## src/rtl/qs_pkg.sv

```systemverilog
package qs_pkg;

    // Store geometry
    localparam int DATA_W      = 32;
    localparam int MAX_ITEMS   = 64;
    localparam int IDX_W       = $clog2(MAX_ITEMS);
    localparam int CNT_W       = IDX_W + 1;
    localparam int STACK_DEPTH = 64;
    localparam int SP_W        = $clog2(STACK_DEPTH) + 1;
    localparam int RANGE_W     = 2 * IDX_W;

    // Datapath operations issued by the controller
    typedef enum logic [4:0] {
        OP_NONE,
        OP_LOAD,
        OP_INIT,
        OP_POP,
        OP_RANGE,
        OP_PIV_RD,
        OP_PIV_TAKE,
        OP_SCAN_RD,
        OP_SKIP,
        OP_KEEP,
        OP_SWAP_RD,
        OP_SWAP_A,
        OP_SWAP_B,
        OP_FIN_RD,
        OP_FIN_A,
        OP_FIN_B,
        OP_PUSH_HI,
        OP_PUSH_LO,
        OP_OUT_RD,
        OP_OUT_LD,
        OP_OUT_ADV
    } qs_op_t;

    typedef struct packed {
        qs_op_t op;
    } qs_cmd_t;

    typedef struct packed {
        logic count_lt2;   // fewer than two values held
        logic sp_zero;     // range stack empty
        logic range_bad;   // popped range holds fewer than two entries or is out of bounds
        logic j_eq_hi;     // scan reached the pivot
        logic next_eq_hi;  // pivot already in place
        logic next_eq_j;   // swap would be a no-op
        logic le;          // scanned value <= pivot
        logic out_last;    // result register holds the final value
    } qs_stat_t;

endpackage

```

## src/rtl/quicksort_engine.sv

```systemverilog
// Quicksort engine. Takes signed 32-bit values, one item per cycle, into a
// 64-entry store until an item with tlast; further values of that set are
// dropped and every result of the set then carries tuser = 1. It then sorts
// the store in place, ascending, by Lomuto-partition quicksort whose pending
// index ranges sit on a small stack memory, and streams the sorted run out
// with tlast on the final result. All sorting traffic goes through the single
// read and single write port of the value store: each range is popped,
// checked and has its pivot read, every scanned entry is read and compared,
// a swap takes a read and two writes, and the range ends with a final pivot
// swap where needed and two stack pushes; each result is read from the store
// before it is offered. The input is not ready from the tlast item until the
// final result has been taken.
module quicksort_engine (
    input  logic                             clk,
    input  logic                             rst_n,
    input  logic                             s_tvalid,
    output logic                             s_tready,
    input  logic signed [qs_pkg::DATA_W-1:0] s_tdata,   // [31:0] price
    input  logic                             s_tlast,   // is_last
    output logic                             m_tvalid,
    input  logic                             m_tready,
    output logic signed [qs_pkg::DATA_W-1:0] m_tdata,   // [31:0] sorted_value
    output logic                             m_tlast,   // last_out
    output logic [0:0]                       m_tuser    // [0] overflowed
);
    import qs_pkg::*;

    qs_cmd_t  cmd;
    qs_stat_t stat;
    logic     ovf;

    qs_ctrl u_ctrl (
        .clk      (clk),
        .rst_n    (rst_n),
        .s_tvalid (s_tvalid),
        .s_tlast  (s_tlast),
        .m_tready (m_tready),
        .stat     (stat),
        .s_tready (s_tready),
        .m_tvalid (m_tvalid),
        .cmd      (cmd)
    );

    qs_datapath u_datapath (
        .clk          (clk),
        .rst_n        (rst_n),
        .cmd          (cmd),
        .price        (s_tdata),
        .stat         (stat),
        .sorted_value (m_tdata),
        .last_out     (m_tlast),
        .overflowed   (ovf)
    );

    assign m_tuser = ovf;

    // Loading and unloading never overlap
    assert property (@(posedge clk) disable iff (!rst_n) !(s_tready && m_tvalid))
        else $error("input ready while a result is offered");

    // A tlast item closes the input until the run is unloaded
    assert property (@(posedge clk) disable iff (!rst_n)
        (s_tvalid && s_tready && s_tlast) |=> !s_tready)
        else $error("input reopened right after end of set");

    // Taking the final result reopens the input
    assert property (@(posedge clk) disable iff (!rst_n)
        (m_tvalid && m_tready && m_tlast) |=> (s_tready && !m_tvalid))
        else $error("engine did not return to loading after final result");

    // Hold an offered result steady until it is taken
    assert property (@(posedge clk) disable iff (!rst_n)
        (m_tvalid && !m_tready) |=>
            (m_tvalid && $stable(m_tdata) && $stable(m_tlast) && $stable(m_tuser)))
        else $error("offered result changed before it was taken");

endmodule

```

## src/rtl/qs_ctrl.sv

```systemverilog
module qs_ctrl (
    input  logic             clk,
    input  logic             rst_n,
    input  logic             s_tvalid,
    input  logic             s_tlast,
    input  logic             m_tready,
    input  qs_pkg::qs_stat_t stat,
    output logic             s_tready,
    output logic             m_tvalid,
    output qs_pkg::qs_cmd_t  cmd
);
    import qs_pkg::*;

    localparam logic [4:0] S_LOAD  = 5'd0;
    localparam logic [4:0] S_INIT  = 5'd1;
    localparam logic [4:0] S_POP   = 5'd2;
    localparam logic [4:0] S_RANGE = 5'd3;
    localparam logic [4:0] S_PIV   = 5'd4;
    localparam logic [4:0] S_PIVT  = 5'd5;
    localparam logic [4:0] S_SCAN  = 5'd6;
    localparam logic [4:0] S_CMP   = 5'd7;
    localparam logic [4:0] S_SWAPA = 5'd8;
    localparam logic [4:0] S_SWAPB = 5'd9;
    localparam logic [4:0] S_FINA  = 5'd10;
    localparam logic [4:0] S_FINB  = 5'd11;
    localparam logic [4:0] S_PUSHH = 5'd12;
    localparam logic [4:0] S_PUSHL = 5'd13;
    localparam logic [4:0] S_OUTRD = 5'd14;
    localparam logic [4:0] S_OUTLD = 5'd15;
    localparam logic [4:0] S_OUTV  = 5'd16;

    logic [4:0] state_reg;
    logic [4:0] state_next;

    // Advance state
    always_ff @(posedge clk or negedge rst_n)
    begin
        if (!rst_n)
        begin
            state_reg <= S_LOAD;
        end
        else
        begin
            state_reg <= state_next;
        end
    end

    assign s_tready = (state_reg == S_LOAD);
    assign m_tvalid = (state_reg == S_OUTV);

    // Pick next state and datapath operation
    always_comb
    begin
        state_next = state_reg;
        cmd.op     = OP_NONE;
        unique case (state_reg)
            S_LOAD:
            begin
                if (s_tvalid)
                begin
                    cmd.op = OP_LOAD;
                    if (s_tlast)
                    begin
                        state_next = S_INIT;
                    end
                end
            end
            S_INIT:
            begin
                cmd.op     = OP_INIT;
                state_next = S_POP;
            end
            S_POP:
            begin
                if (stat.sp_zero)
                begin
                    state_next = S_OUTRD;
                end
                else
                begin
                    cmd.op     = OP_POP;
                    state_next = S_RANGE;
                end
            end
            S_RANGE:
            begin
                cmd.op     = OP_RANGE;
                state_next = stat.range_bad ? S_POP : S_PIV;
            end
            S_PIV:
            begin
                cmd.op     = OP_PIV_RD;
                state_next = S_PIVT;
            end
            S_PIVT:
            begin
                cmd.op     = OP_PIV_TAKE;
                state_next = S_SCAN;
            end
            S_SCAN:
            begin
                if (stat.j_eq_hi)
                begin
                    if (stat.next_eq_hi)
                    begin
                        state_next = S_PUSHH;
                    end
                    else
                    begin
                        cmd.op     = OP_FIN_RD;
                        state_next = S_FINA;
                    end
                end
                else
                begin
                    cmd.op     = OP_SCAN_RD;
                    state_next = S_CMP;
                end
            end
            S_CMP:
            begin
                if (!stat.le)
                begin
                    cmd.op     = OP_SKIP;
                    state_next = S_SCAN;
                end
                else if (stat.next_eq_j)
                begin
                    cmd.op     = OP_KEEP;
                    state_next = S_SCAN;
                end
                else
                begin
                    cmd.op     = OP_SWAP_RD;
                    state_next = S_SWAPA;
                end
            end
            S_SWAPA:
            begin
                cmd.op     = OP_SWAP_A;
                state_next = S_SWAPB;
            end
            S_SWAPB:
            begin
                cmd.op     = OP_SWAP_B;
                state_next = S_SCAN;
            end
            S_FINA:
            begin
                cmd.op     = OP_FIN_A;
                state_next = S_FINB;
            end
            S_FINB:
            begin
                cmd.op     = OP_FIN_B;
                state_next = S_PUSHH;
            end
            S_PUSHH:
            begin
                cmd.op     = OP_PUSH_HI;
                state_next = S_PUSHL;
            end
            S_PUSHL:
            begin
                cmd.op     = OP_PUSH_LO;
                state_next = S_POP;
            end
            S_OUTRD:
            begin
                cmd.op     = OP_OUT_RD;
                state_next = S_OUTLD;
            end
            S_OUTLD:
            begin
                cmd.op     = OP_OUT_LD;
                state_next = S_OUTV;
            end
            S_OUTV:
            begin
                if (m_tready)
                begin
                    cmd.op     = OP_OUT_ADV;
                    state_next = stat.out_last ? S_LOAD : S_OUTRD;
                end
            end
            default:
            begin
                state_next = S_LOAD;
            end
        endcase
    end

endmodule

```

## src/rtl/qs_datapath.sv

```systemverilog
module qs_datapath (
    input  logic                               clk,
    input  logic                               rst_n,
    input  qs_pkg::qs_cmd_t                    cmd,
    input  logic signed [qs_pkg::DATA_W-1:0]   price,
    output qs_pkg::qs_stat_t                   stat,
    output logic signed [qs_pkg::DATA_W-1:0]   sorted_value,
    output logic                               last_out,
    output logic                               overflowed
);
    import qs_pkg::*;

    // Storage
    logic signed [DATA_W-1:0]  vs_mem [MAX_ITEMS];
    logic [RANGE_W-1:0]        stk_mem [STACK_DEPTH];

    logic signed [DATA_W-1:0]  vs_rdata_reg;
    logic [RANGE_W-1:0]        stk_rdata_reg;

    // Control registers
    logic [CNT_W-1:0]          count_reg;
    logic                      drop_reg;
    logic [SP_W-1:0]           sp_reg;
    logic [IDX_W-1:0]          k_reg;

    // Partition registers
    logic [IDX_W-1:0]          lo_reg;
    logic [IDX_W-1:0]          hi_reg;
    logic [IDX_W-1:0]          j_reg;
    logic [IDX_W-1:0]          next_reg;
    logic signed [DATA_W-1:0]  pivot_reg;
    logic signed [DATA_W-1:0]  vj_reg;

    // Result register
    logic signed [DATA_W-1:0]  out_data_reg;
    logic                      out_last_reg;
    logic                      out_ovf_reg;

    // Memory port controls
    logic                      vs_we;
    logic [IDX_W-1:0]          vs_waddr;
    logic signed [DATA_W-1:0]  vs_wdata;
    logic                      vs_re;
    logic [IDX_W-1:0]          vs_raddr;
    logic                      stk_we;
    logic [IDX_W-1:0]          stk_waddr;
    logic [RANGE_W-1:0]        stk_wdata;
    logic                      stk_re;
    logic [IDX_W-1:0]          stk_raddr;

    logic                      has_room;
    logic                      stk_room;
    logic                      push_hi_ok;
    logic                      push_lo_ok;
    logic [IDX_W-1:0]          pop_lo;
    logic [IDX_W-1:0]          pop_hi;
    logic [SP_W-1:0]           sp_dec;
    logic [CNT_W-1:0]          count_dec;

    assign has_room   = (count_reg < CNT_W'(MAX_ITEMS));
    assign stk_room   = (sp_reg < SP_W'(STACK_DEPTH));
    assign push_hi_ok = (({1'b0, next_reg} + CNT_W'(1)) < {1'b0, hi_reg});
    assign push_lo_ok = ({1'b0, next_reg} > ({1'b0, lo_reg} + CNT_W'(1)));
    assign pop_lo     = stk_rdata_reg[RANGE_W-1:IDX_W];
    assign pop_hi     = stk_rdata_reg[IDX_W-1:0];
    assign sp_dec     = sp_reg - SP_W'(1);
    assign count_dec  = count_reg - CNT_W'(1);

    // Status toward the controller
    assign stat.count_lt2  = (count_reg < CNT_W'(2));
    assign stat.sp_zero    = (sp_reg == '0);
    assign stat.range_bad  = (pop_lo >= pop_hi) || ({1'b0, pop_hi} >= count_reg);
    assign stat.j_eq_hi    = (j_reg == hi_reg);
    assign stat.next_eq_hi = (next_reg == hi_reg);
    assign stat.next_eq_j  = (next_reg == j_reg);
    assign stat.le         = (vs_rdata_reg <= pivot_reg);
    assign stat.out_last   = out_last_reg;

    assign sorted_value = out_data_reg;
    assign last_out     = out_last_reg;
    assign overflowed   = out_ovf_reg;

    // Route store and stack ports
    always_comb
    begin
        vs_we     = 1'b0;
        vs_waddr  = j_reg;
        vs_wdata  = vs_rdata_reg;
        vs_re     = 1'b0;
        vs_raddr  = j_reg;
        stk_we    = 1'b0;
        stk_waddr = sp_reg[IDX_W-1:0];
        stk_wdata = {lo_reg, hi_reg};
        stk_re    = 1'b0;
        stk_raddr = sp_dec[IDX_W-1:0];
        unique case (cmd.op)
            OP_LOAD:
            begin
                vs_we    = has_room;
                vs_waddr = count_reg[IDX_W-1:0];
                vs_wdata = price;
            end
            OP_INIT:
            begin
                stk_we    = !stat.count_lt2;
                stk_waddr = '0;
                stk_wdata = {IDX_W'(0), count_dec[IDX_W-1:0]};
            end
            OP_POP:
            begin
                stk_re = 1'b1;
            end
            OP_PIV_RD:
            begin
                vs_re    = 1'b1;
                vs_raddr = hi_reg;
            end
            OP_SCAN_RD:
            begin
                vs_re    = 1'b1;
                vs_raddr = j_reg;
            end
            OP_SWAP_RD, OP_FIN_RD:
            begin
                vs_re    = 1'b1;
                vs_raddr = next_reg;
            end
            OP_SWAP_A:
            begin
                vs_we    = 1'b1;
                vs_waddr = j_reg;
                vs_wdata = vs_rdata_reg;
            end
            OP_SWAP_B:
            begin
                vs_we    = 1'b1;
                vs_waddr = next_reg;
                vs_wdata = vj_reg;
            end
            OP_FIN_A:
            begin
                vs_we    = 1'b1;
                vs_waddr = hi_reg;
                vs_wdata = vs_rdata_reg;
            end
            OP_FIN_B:
            begin
                vs_we    = 1'b1;
                vs_waddr = next_reg;
                vs_wdata = pivot_reg;
            end
            OP_PUSH_HI:
            begin
                stk_we    = push_hi_ok && stk_room;
                stk_wdata = {next_reg + IDX_W'(1), hi_reg};
            end
            OP_PUSH_LO:
            begin
                stk_we    = push_lo_ok && stk_room;
                stk_wdata = {lo_reg, next_reg - IDX_W'(1)};
            end
            OP_OUT_RD:
            begin
                vs_re    = 1'b1;
                vs_raddr = k_reg;
            end
            default:
            begin
                vs_we = 1'b0;
            end
        endcase
    end

    // Value store: one write, one registered read
    always_ff @(posedge clk)
    begin
        if (vs_we)
        begin
            vs_mem[vs_waddr] <= vs_wdata;
        end
        if (vs_re)
        begin
            vs_rdata_reg <= vs_mem[vs_raddr];
        end
    end

    // Range stack: one write, one registered read
    always_ff @(posedge clk)
    begin
        if (stk_we)
        begin
            stk_mem[stk_waddr] <= stk_wdata;
        end
        if (stk_re)
        begin
            stk_rdata_reg <= stk_mem[stk_raddr];
        end
    end

    // Track set size, drop flag, stack pointer and output index
    always_ff @(posedge clk or negedge rst_n)
    begin
        if (!rst_n)
        begin
            count_reg <= '0;
            drop_reg  <= 1'b0;
            sp_reg    <= '0;
            k_reg     <= '0;
        end
        else
        begin
            unique case (cmd.op)
                OP_LOAD:
                begin
                    if (has_room)
                    begin
                        count_reg <= count_reg + CNT_W'(1);
                    end
                    else
                    begin
                        drop_reg <= 1'b1;
                    end
                end
                OP_INIT:
                begin
                    sp_reg <= stat.count_lt2 ? SP_W'(0) : SP_W'(1);
                    k_reg  <= '0;
                end
                OP_POP:
                begin
                    sp_reg <= sp_dec;
                end
                OP_PUSH_HI:
                begin
                    if (push_hi_ok && stk_room)
                    begin
                        sp_reg <= sp_reg + SP_W'(1);
                    end
                end
                OP_PUSH_LO:
                begin
                    if (push_lo_ok && stk_room)
                    begin
                        sp_reg <= sp_reg + SP_W'(1);
                    end
                end
                OP_OUT_ADV:
                begin
                    if (out_last_reg)
                    begin
                        count_reg <= '0;
                        drop_reg  <= 1'b0;
                        sp_reg    <= '0;
                        k_reg     <= '0;
                    end
                    else
                    begin
                        k_reg <= k_reg + IDX_W'(1);
                    end
                end
                default:
                begin
                    k_reg <= k_reg;
                end
            endcase
        end
    end

    // Partition indices, pivot and result register
    always_ff @(posedge clk)
    begin
        unique case (cmd.op)
            OP_RANGE:
            begin
                lo_reg <= pop_lo;
                hi_reg <= pop_hi;
            end
            OP_PIV_RD:
            begin
                j_reg    <= lo_reg;
                next_reg <= lo_reg;
            end
            OP_PIV_TAKE:
            begin
                pivot_reg <= vs_rdata_reg;
            end
            OP_SKIP:
            begin
                j_reg <= j_reg + IDX_W'(1);
            end
            OP_KEEP, OP_SWAP_B:
            begin
                j_reg    <= j_reg + IDX_W'(1);
                next_reg <= next_reg + IDX_W'(1);
            end
            OP_SWAP_RD:
            begin
                vj_reg <= vs_rdata_reg;
            end
            OP_OUT_LD:
            begin
                out_data_reg <= vs_rdata_reg;
                out_last_reg <= (({1'b0, k_reg} + CNT_W'(1)) == count_reg);
                out_ovf_reg  <= drop_reg;
            end
            default:
            begin
                j_reg <= j_reg;
            end
        endcase
    end

endmodule

```

## config.mk

```make
export PLATFORM = sky130hd
export DESIGN_NAME = quicksort_engine
export DESIGN_NICKNAME = d
export VERILOG_FILES = /design/src/rtl/qs_pkg.sv /design/src/rtl/quicksort_engine.sv /design/src/rtl/qs_ctrl.sv /design/src/rtl/qs_datapath.sv
export SDC_FILE = /design/constraint.sdc
export NUM_CORES = 2
export LEC_CHECK = 0
export BUFFER_PORTS_ARGS = -buffer_cell sky130_fd_sc_hd__buf_4
export CAP_MARGIN = 20
export CORE_MARGIN = 2
export CORE_UTILIZATION = 63
export CTS_BUF_LIST = sky130_fd_sc_hd__clkbuf_8
export DETAILED_ROUTE_END_ITERATION = 12
export PLACE_DENSITY = 0.85
export SKIP_CTS_REPAIR_TIMING = 1
export SLEW_MARGIN = 5
export SYNTH_ARGS = -nofsm -noshare
export SYNTH_HDL_FRONTEND = slang
export SYNTH_SLANG_ARGS = --single-unit
```

## constraint.sdc

```tcl
create_clock -name clk -period 7.9 [get_ports clk]
set_clock_uncertainty 0.2 [all_clocks]
set_input_delay 1.58 -clock clk [delete_from_list [all_inputs] [get_ports clk]]
set_output_delay 1.58 -clock clk [all_outputs]
set_load 0.03 [all_outputs]
```

---- Yosys cells after proc, flatten, opt, wreduce, memory -nomap -nowiden ----
Memories as Yosys holds them, arrays and structs flattened. A register that Yosys moved wholly into a read port is not among the register bits.
Cells that the tools add are included.
word-level totals
  flip-flop bits (word level) ............. 148
  memory bits (writable) .................. 2816
  bits of input ports ..................... 37
  output and inout port bits .............. 36
  logic and storage cells ................. 152
  memories ................................ 2
cells by class
  add/sub/neg operators ................... 11
  magnitude comparators ................... 8
  equality and inequality tests ........... 48
  muxes and demuxes ....................... 46
  reduce and logical (&&, ||, !) cells .... 23
memories
  memory              words  width  read ports  clocked after Yosys merged registers in  wr ports  line               text
  u_datapath.vs_mem   64     32     1           1                                        1         qs_datapath.sv:14  logic signed [DATA_W-1:0] vs_mem [MAX_ITEMS];
  u_datapath.stk_mem  64     12     1           1                                        1         qs_datapath.sv:15  logic [RANGE_W-1:0] stk_mem [STACK_DEPTH];
operators by type and width
  cell                                                                     number
  32-bit one-hot mux with 3 select lines                                   1
  5-bit one-hot mux with 17 select lines                                   1
  5-bit by 4-bit == test with 1-bit output, second input constant          16
  5-bit one-hot mux with 15 select lines                                   1
  5-bit by 3-bit == test with 1-bit output, second input constant          8
  12-bit one-hot mux with 3 select lines                                   1
  6-bit one-hot mux with 2 select lines                                    3
  6-bit one-hot mux with 3 select lines                                    2
  7-bit one-hot mux with 5 select lines                                    1
  32-bit less-or-equal comparator                                          1
  5-bit == test, second input constant                                     6
  5-bit two-way mux                                                        6
  7-bit two-way mux                                                        4
  4-bit two-way mux                                                        6
  6-bit by 1-bit adder with 7-bit output, second input constant            3
  5-bit by 2-bit == test with 1-bit output, second input constant          4
  6-bit by 1-bit adder with 6-bit output, second input constant            3
  6-bit == test                                                            3
  7-bit by 1-bit adder with 7-bit output, second input constant            2
  7-bit less-than comparator, second input constant                        2
  7-bit one-hot mux with 2 select lines                                    1
  6-bit two-way mux                                                        2
  2-bit by 1-bit inequality test with 1-bit output, second input constant  6
  6-bit by 1-bit subtractor with 6-bit output, second input constant       2
  27 further kinds                                                         51

---- Depth between registers and ports, before layout ----
  depth after elaboration ................. 9
  gate-level depth with buffers ........... 20
  gate-level depth less buffers ........... 16

---- Hierarchy ----
Synthesis repeated with hierarchy kept, for this count alone.
second synthesis, totals
  cell total of the unflattened synthesis .. 7762
  area, all modules ....................... 119214.3 µm²
modules (own cells, without submodules)
  module       instances  cells an instance  area an instance (µm²)  seq. area each (µm²)
  qs_datapath  1          7679               118607.5                90071.4
  qs_ctrl      1          83                 606.8                   125.1

---- Worst setup path after synthesis ----
No wires, ideal clock.
  path kind ............................... register to register
  from .................................... register u_datapath.sp_reg[0]
  to ...................................... memory u_datapath.vs_mem[0][6] (data pin)
  setup time .............................. 0.702 ns
  arrival time ............................ 6.171 ns
  required time ........................... 6.998 ns
  slack ................................... 0.827 ns
  cell stages (with the launch flop) ...... 16
  buffers on the path ..................... 5
  clock period less this slack ............ 7.073 ns
  cells stage by stage .................... dfrtp_1 clkbuf_1 clkbuf_1 inv_1 ha_1 nand3_1 o21ai_0 a2111oi_0 nor4_1 a211oi_1 or2_0 clkbuf_1 buf_2 buf_1 o21ai_0 o21ai_0
on the way
  longest elaborated chain between the ends .. 5
  elaborated cells on any way between the ends .. 7
  those cells by class .................... 3 x eq/ne; 3 x mux; 1 x reduce/logical
RTL lines
  item                                                                                                         line                text
  from (decl)                                                                                                  qs_datapath.sv:23   logic [SP_W-1:0] sp_reg;
  from (signal assigned)                                                                                       qs_datapath.sv:226  sp_reg <= stat.count_lt2 ? SP_W'(0) : SP_W'(1);
  from (signal assigned)                                                                                       qs_datapath.sv:231  sp_reg <= sp_dec;
  from (signal assigned)                                                                                       qs_datapath.sv:237  sp_reg <= sp_reg + SP_W'(1);
  7-bit logical NOT (*)                                                                                        qs_datapath.sv:71   assign stat.sp_zero = (sp_reg == '0);
  2-bit two-way mux (*)                                                                                        qs_ctrl.sv:75       if (stat.sp_zero)
  5-bit one-hot mux with 17 select lines (*)                                                                   qs_ctrl.sv:56       unique case (state_reg)
  5-bit by 4-bit == test with 1-bit output / 5-bit by 1-bit == test with 1-bit output (equally long branches)  qs_datapath.sv:96   unique case (cmd.op)
  32-bit one-hot mux with 3 select lines (*)                                                                   qs_datapath.sv:96
  net u_datapath.vs_wdata[6]                                                                                   qs_datapath.sv:42   logic signed [DATA_W-1:0] vs_wdata;
  to (decl)                                                                                                    qs_datapath.sv:14
The timed path passes the listed nets; every way through them passes the cells marked *.

---- Worst setup path after layout ----
  from .................................... register u_ctrl.state_reg[3]
  to ...................................... register u_datapath.vs_rdata_reg[20] (read register of u_datapath.vs_mem) (data pin)
on the way
  longest elaborated chain between the ends .. 5
  elaborated cells on any way between the ends .. 27
  those cells by class .................... 21 x eq/ne; 3 x mux; 3 x reduce/logical
RTL lines
  item                                                                               line               text
  from (decl)                                                                        qs_ctrl.sv:32      logic [4:0] state_reg;
  from (signal assigned)                                                             qs_ctrl.sv:44      state_reg <= state_next;
  5-bit == test, or another cell as far along                                        qs_ctrl.sv:56
  5-bit one-hot mux with 17 select lines (*)                                         qs_ctrl.sv:56
  5-bit by 4-bit == test with 1-bit output, or another cell as far along             qs_datapath.sv:96
  2-bit OR reduction / 5-bit OR reduction (equally long branches)                    n/a
  6-bit one-hot mux with 3 select lines / 1-bit two-way mux (equally long branches)  qs_datapath.sv:96
  to (decl)                                                                          qs_datapath.sv:17  logic signed [DATA_W-1:0] vs_rdata_reg;
Every way passes the cells marked *; elsewhere a longest branch is shown, timed or not.
A chain may end at the register's enable or synchronous reset.

==> results_dict.tcl <==
set metrics [dict create \
    crit_chain "nand3b_1 > nor2_2 > nor2_2 > a211oi_1 > o2bb2ai_1 > a211oi_4 > nand2_4 > buf_12 > buf_4 > mux2_2 > a211oi_1 > a21boi_0 > nor4_1 > o221a_2" \
    largest_reg_flops 2048 \
    core_region_area_um2 189800 \
    routedWlPerCell_um 34.93 \
    finalHoldViolations 0 \
    setup_repair_after_global_routing_missed_its_margin "false" \
    post_detailed_route_drc_marker_count 0 \
    die-width_um 440.7 \
    crit_path_start_kind "register" \
    clock_tree.buffer_depth 4 \
    setup.worst_path.class "reg2reg" \
    pin_slew_with_the_least_headroom_to_its_limit_ps 1272 \
    synth.cells.most_frequent "sky130_fd_sc_hd__edfxtp_1, sky130_fd_sc_hd__nand2_1, sky130_fd_sc_hd__a21oi_1" \
    largest_registers "u_datapath.vs_mem (2048), u_datapath.stk_mem (768)" \
    fp.dieH_um 440.7 \
    number_of_design_rule_violations_left_by_the_first_detailed_router_iteration 14516 \
    status "finished clean" \
    ioPinCount 73 \
    synth-main-ff-cell "sky130_fd_sc_hd__edfxtp_1" \
    final-setup-viol-count 0 \
    max-vdd-ir-drop_uv 606.3 \
    final.period_utilization_pct 88.51 \
    netlist_area_um2 120200 \
    hpwl_um 213000 \
    fill_cells 10487 \
    netlist-cell-type-count 100 \
    first_pass_grt_wire_length_um 514500 \
    grtUsageTotal_pct 37.21 \
    proportion_of_layout_cells_with_a_drive_suffix_above_1_pct 18.80 \
    final_antenna_net_count 0 \
    htree_levels 5 \
    critPathRequiredTime_ps 8530 \
    port_buffers 72 \
    vias_per_cell 7.276 \
    antenna_found_initial 30 \
    synth.most_common_cell "sky130_fd_sc_hd__edfxtp_1" \
    cap_violations 0 \
    routed_wirelength_um 367900 \
    tritoncts_num_sinks 3008 \
    finalWeightedCongestion 0.9822 \
    synth_edf_count 2982 \
    max_slew_margin_pct 15.23 \
    largest-register "u_datapath.vs_mem" \
    cp_max_fo 121 \
    cts_buf_count 446 \
    critical-path-slowest-cell "sky130_fd_sc_hd__dfrtp_1" \
    synthToLayoutAreaGrowth_pct 11.72 \
    min_period_ps 6992 \
    multi_input_comb_area_um2 28770 \
    fp.dieArea_um2 194200 \
    synth_largest_type_area_fraction_pct 74.52 \
    synth_top_cell_by_area "sky130_fd_sc_hd__edfxtp_1" \
    cts_tree "yes" \
    synth_top_cells_by_area "sky130_fd_sc_hd__edfxtp_1, sky130_fd_sc_hd__mux4_2, sky130_fd_sc_hd__nand2_1, sky130_fd_sc_hd__mux2i_1, sky130_fd_sc_hd__a21oi_1" \
    ys_warn_count 0 \
    pwr_density_cell_nw_per_um2 456.5 \
    clk-insertion-delay-late_ps 1110 \
    p_leak_nw 44.77 \
    globalRouteOverflowTotal 0 \
    synth_nets 7338 \
    worstSetupEndpointType "register" \
    setup-tns-final_ps 0 \
    slowest_delay_ps 820 \
    asyncSetResetFlopFracSynth_pct 0.8644 \
    cts.root.buffer_cell "sky130_fd_sc_hd__clkbuf_8" \
    drt-pass1-iter-count 9 \
    path_clk_slew_ps 60 \
    initial_core_util_pct 63.32 \
    seq_area_um2 90200 \
    finish.net_count 7763 \
    crit_arrival_ps 7620 \
    postSynthAreaPerCell_um2 16.60 \
    ys_seq_area_share_pct 75.06 \
    postSynthCellCount 7237 \
    slew_viol_final 0 \
    grt_pass1_vias 73881 \
    fin_total_pwr_mw 61.28 \
    worst_hold_slack_ps 195.0 \
    max_freq_ghz 0.1430 \
    grt_start_max_net_pins 139 \
    detailroute.via_count 76619 \
    num_rows 160 \
    postSynthRegisterBits 3008 \
    hold_class "in2async" \
]
## logic make-up after synthesis
| group | count (synthesis) | share of synthesized area, % |
|---|---|---|
| adder cells (fa/ha/maj) | 65 | 0.6747 |
| flip-flops | 3008 | 75.06 |
| multiplexers | 653 | 8.651 |
| XOR/XNOR | 53 | 0.3863 |
| buffers and inverters | 542 | 2.105 |
| AND/OR/NAND/NOR | 1719 | 6.392 |
| AO/OA/AOI/OAI | 1197 | 6.730 |
## routing by layer
layer  GRT usage [%]  up-vias  routed length (µm)
met2           54.74     8124              164000
met1           45.93    37080              111900
met3           12.97     1760               58870
met5               0        -                 225
met4           27.61       24               32860
li1                -    29631                   -
## power breakdown
| part | internal [mW] | switching (mW) |
|---|---|---|
| clock | 5.62 | 5.91 |
| combinational | 7.43 | 19.0 |
| sequential | 22.8 | 0.564 |
## critical path: cells and delay by family, from the launching register on
kind | cells | cell delay, ps
buf+inv | 2 | 980
flops | 1 | 820
simple gates | 5 | 1620
mux | 1 | 380
compound gates | 6 | 2480
## placed cells by master, fill, tap and decap left out, types with 57 or more instances in the layout
| cell | count |
|---|---|
| sky130_fd_sc_hd__buf_4 | 349 |
| sky130_fd_sc_hd__edfxtp_1 | 2982 |
| sky130_fd_sc_hd__mux2i_1 | 297 |
| sky130_fd_sc_hd__o22ai_1 | 124 |
| sky130_fd_sc_hd__clkinv_1 | 117 |
| sky130_fd_sc_hd__nor3_1 | 59 |
| sky130_fd_sc_hd__nor2_4 | 65 |
| sky130_fd_sc_hd__a21oi_1 | 352 |
| sky130_fd_sc_hd__mux4_2 | 301 |
| sky130_fd_sc_hd__clkbuf_8 | 461 |
| sky130_fd_sc_hd__a221oi_1 | 71 |
| sky130_fd_sc_hd__a22oi_1 | 57 |
| sky130_fd_sc_hd__nor4_1 | 88 |
| sky130_fd_sc_hd__ha_1 | 63 |
| sky130_fd_sc_hd__nand2_1 | 886 |
| sky130_fd_sc_hd__inv_1 | 241 |
| sky130_fd_sc_hd__o21ai_0 | 117 |
| sky130_fd_sc_hd__nor2_1 | 205 |
| sky130_fd_sc_hd__nand3_1 | 209 |
## cell type report
type,count,share of cell area (%)
diodes,21,0.03915
multi-input cells,3687,21.43
flip-flops and latches,3008,67.19
well taps,2511,2.340
repair buffers,421,2.875
clock buffers,460,4.716
clock inverters,325,1.136
inverters,98,0.2740
## final timing paths
path                                                    from                          end  slack (ps)  cells after the start
worst max-delay path                     u_ctrl.state_reg[3]  u_datapath.vs_rdata_reg[20]         910                     14
worst min-delay path                                   rst_n          u_ctrl.state_reg[3]         190                      1
worst max register to register           u_ctrl.state_reg[3]  u_datapath.vs_rdata_reg[20]         910                     14
worst min register to register  u_datapath.stk_rdata_reg[10]         u_datapath.lo_reg[4]         270                      0
max in group asynchronous                              rst_n      u_datapath.count_reg[5]        6950                      1
min in group clk                u_datapath.stk_rdata_reg[10]         u_datapath.lo_reg[4]         270                      0
## per-stage QoR
step | utilization (%) | instance area (µm²) | cells | setup slack (ps)
after floorplan | - | 120200 | 7237 | 827.2
after global placement | 66.04 | 125300 | 9640 | 838.7
after detailed placement | 66.14 | 125500 | 9654 | 1292
after CTS | 70.28 | 133400 | 10439 | 1268
after global routing | 70.72 | 134200 | 10517 | 850.0
final | 70.74 | 134200 | 10531 | 908.0
Power figures use the tool's default switching activity.
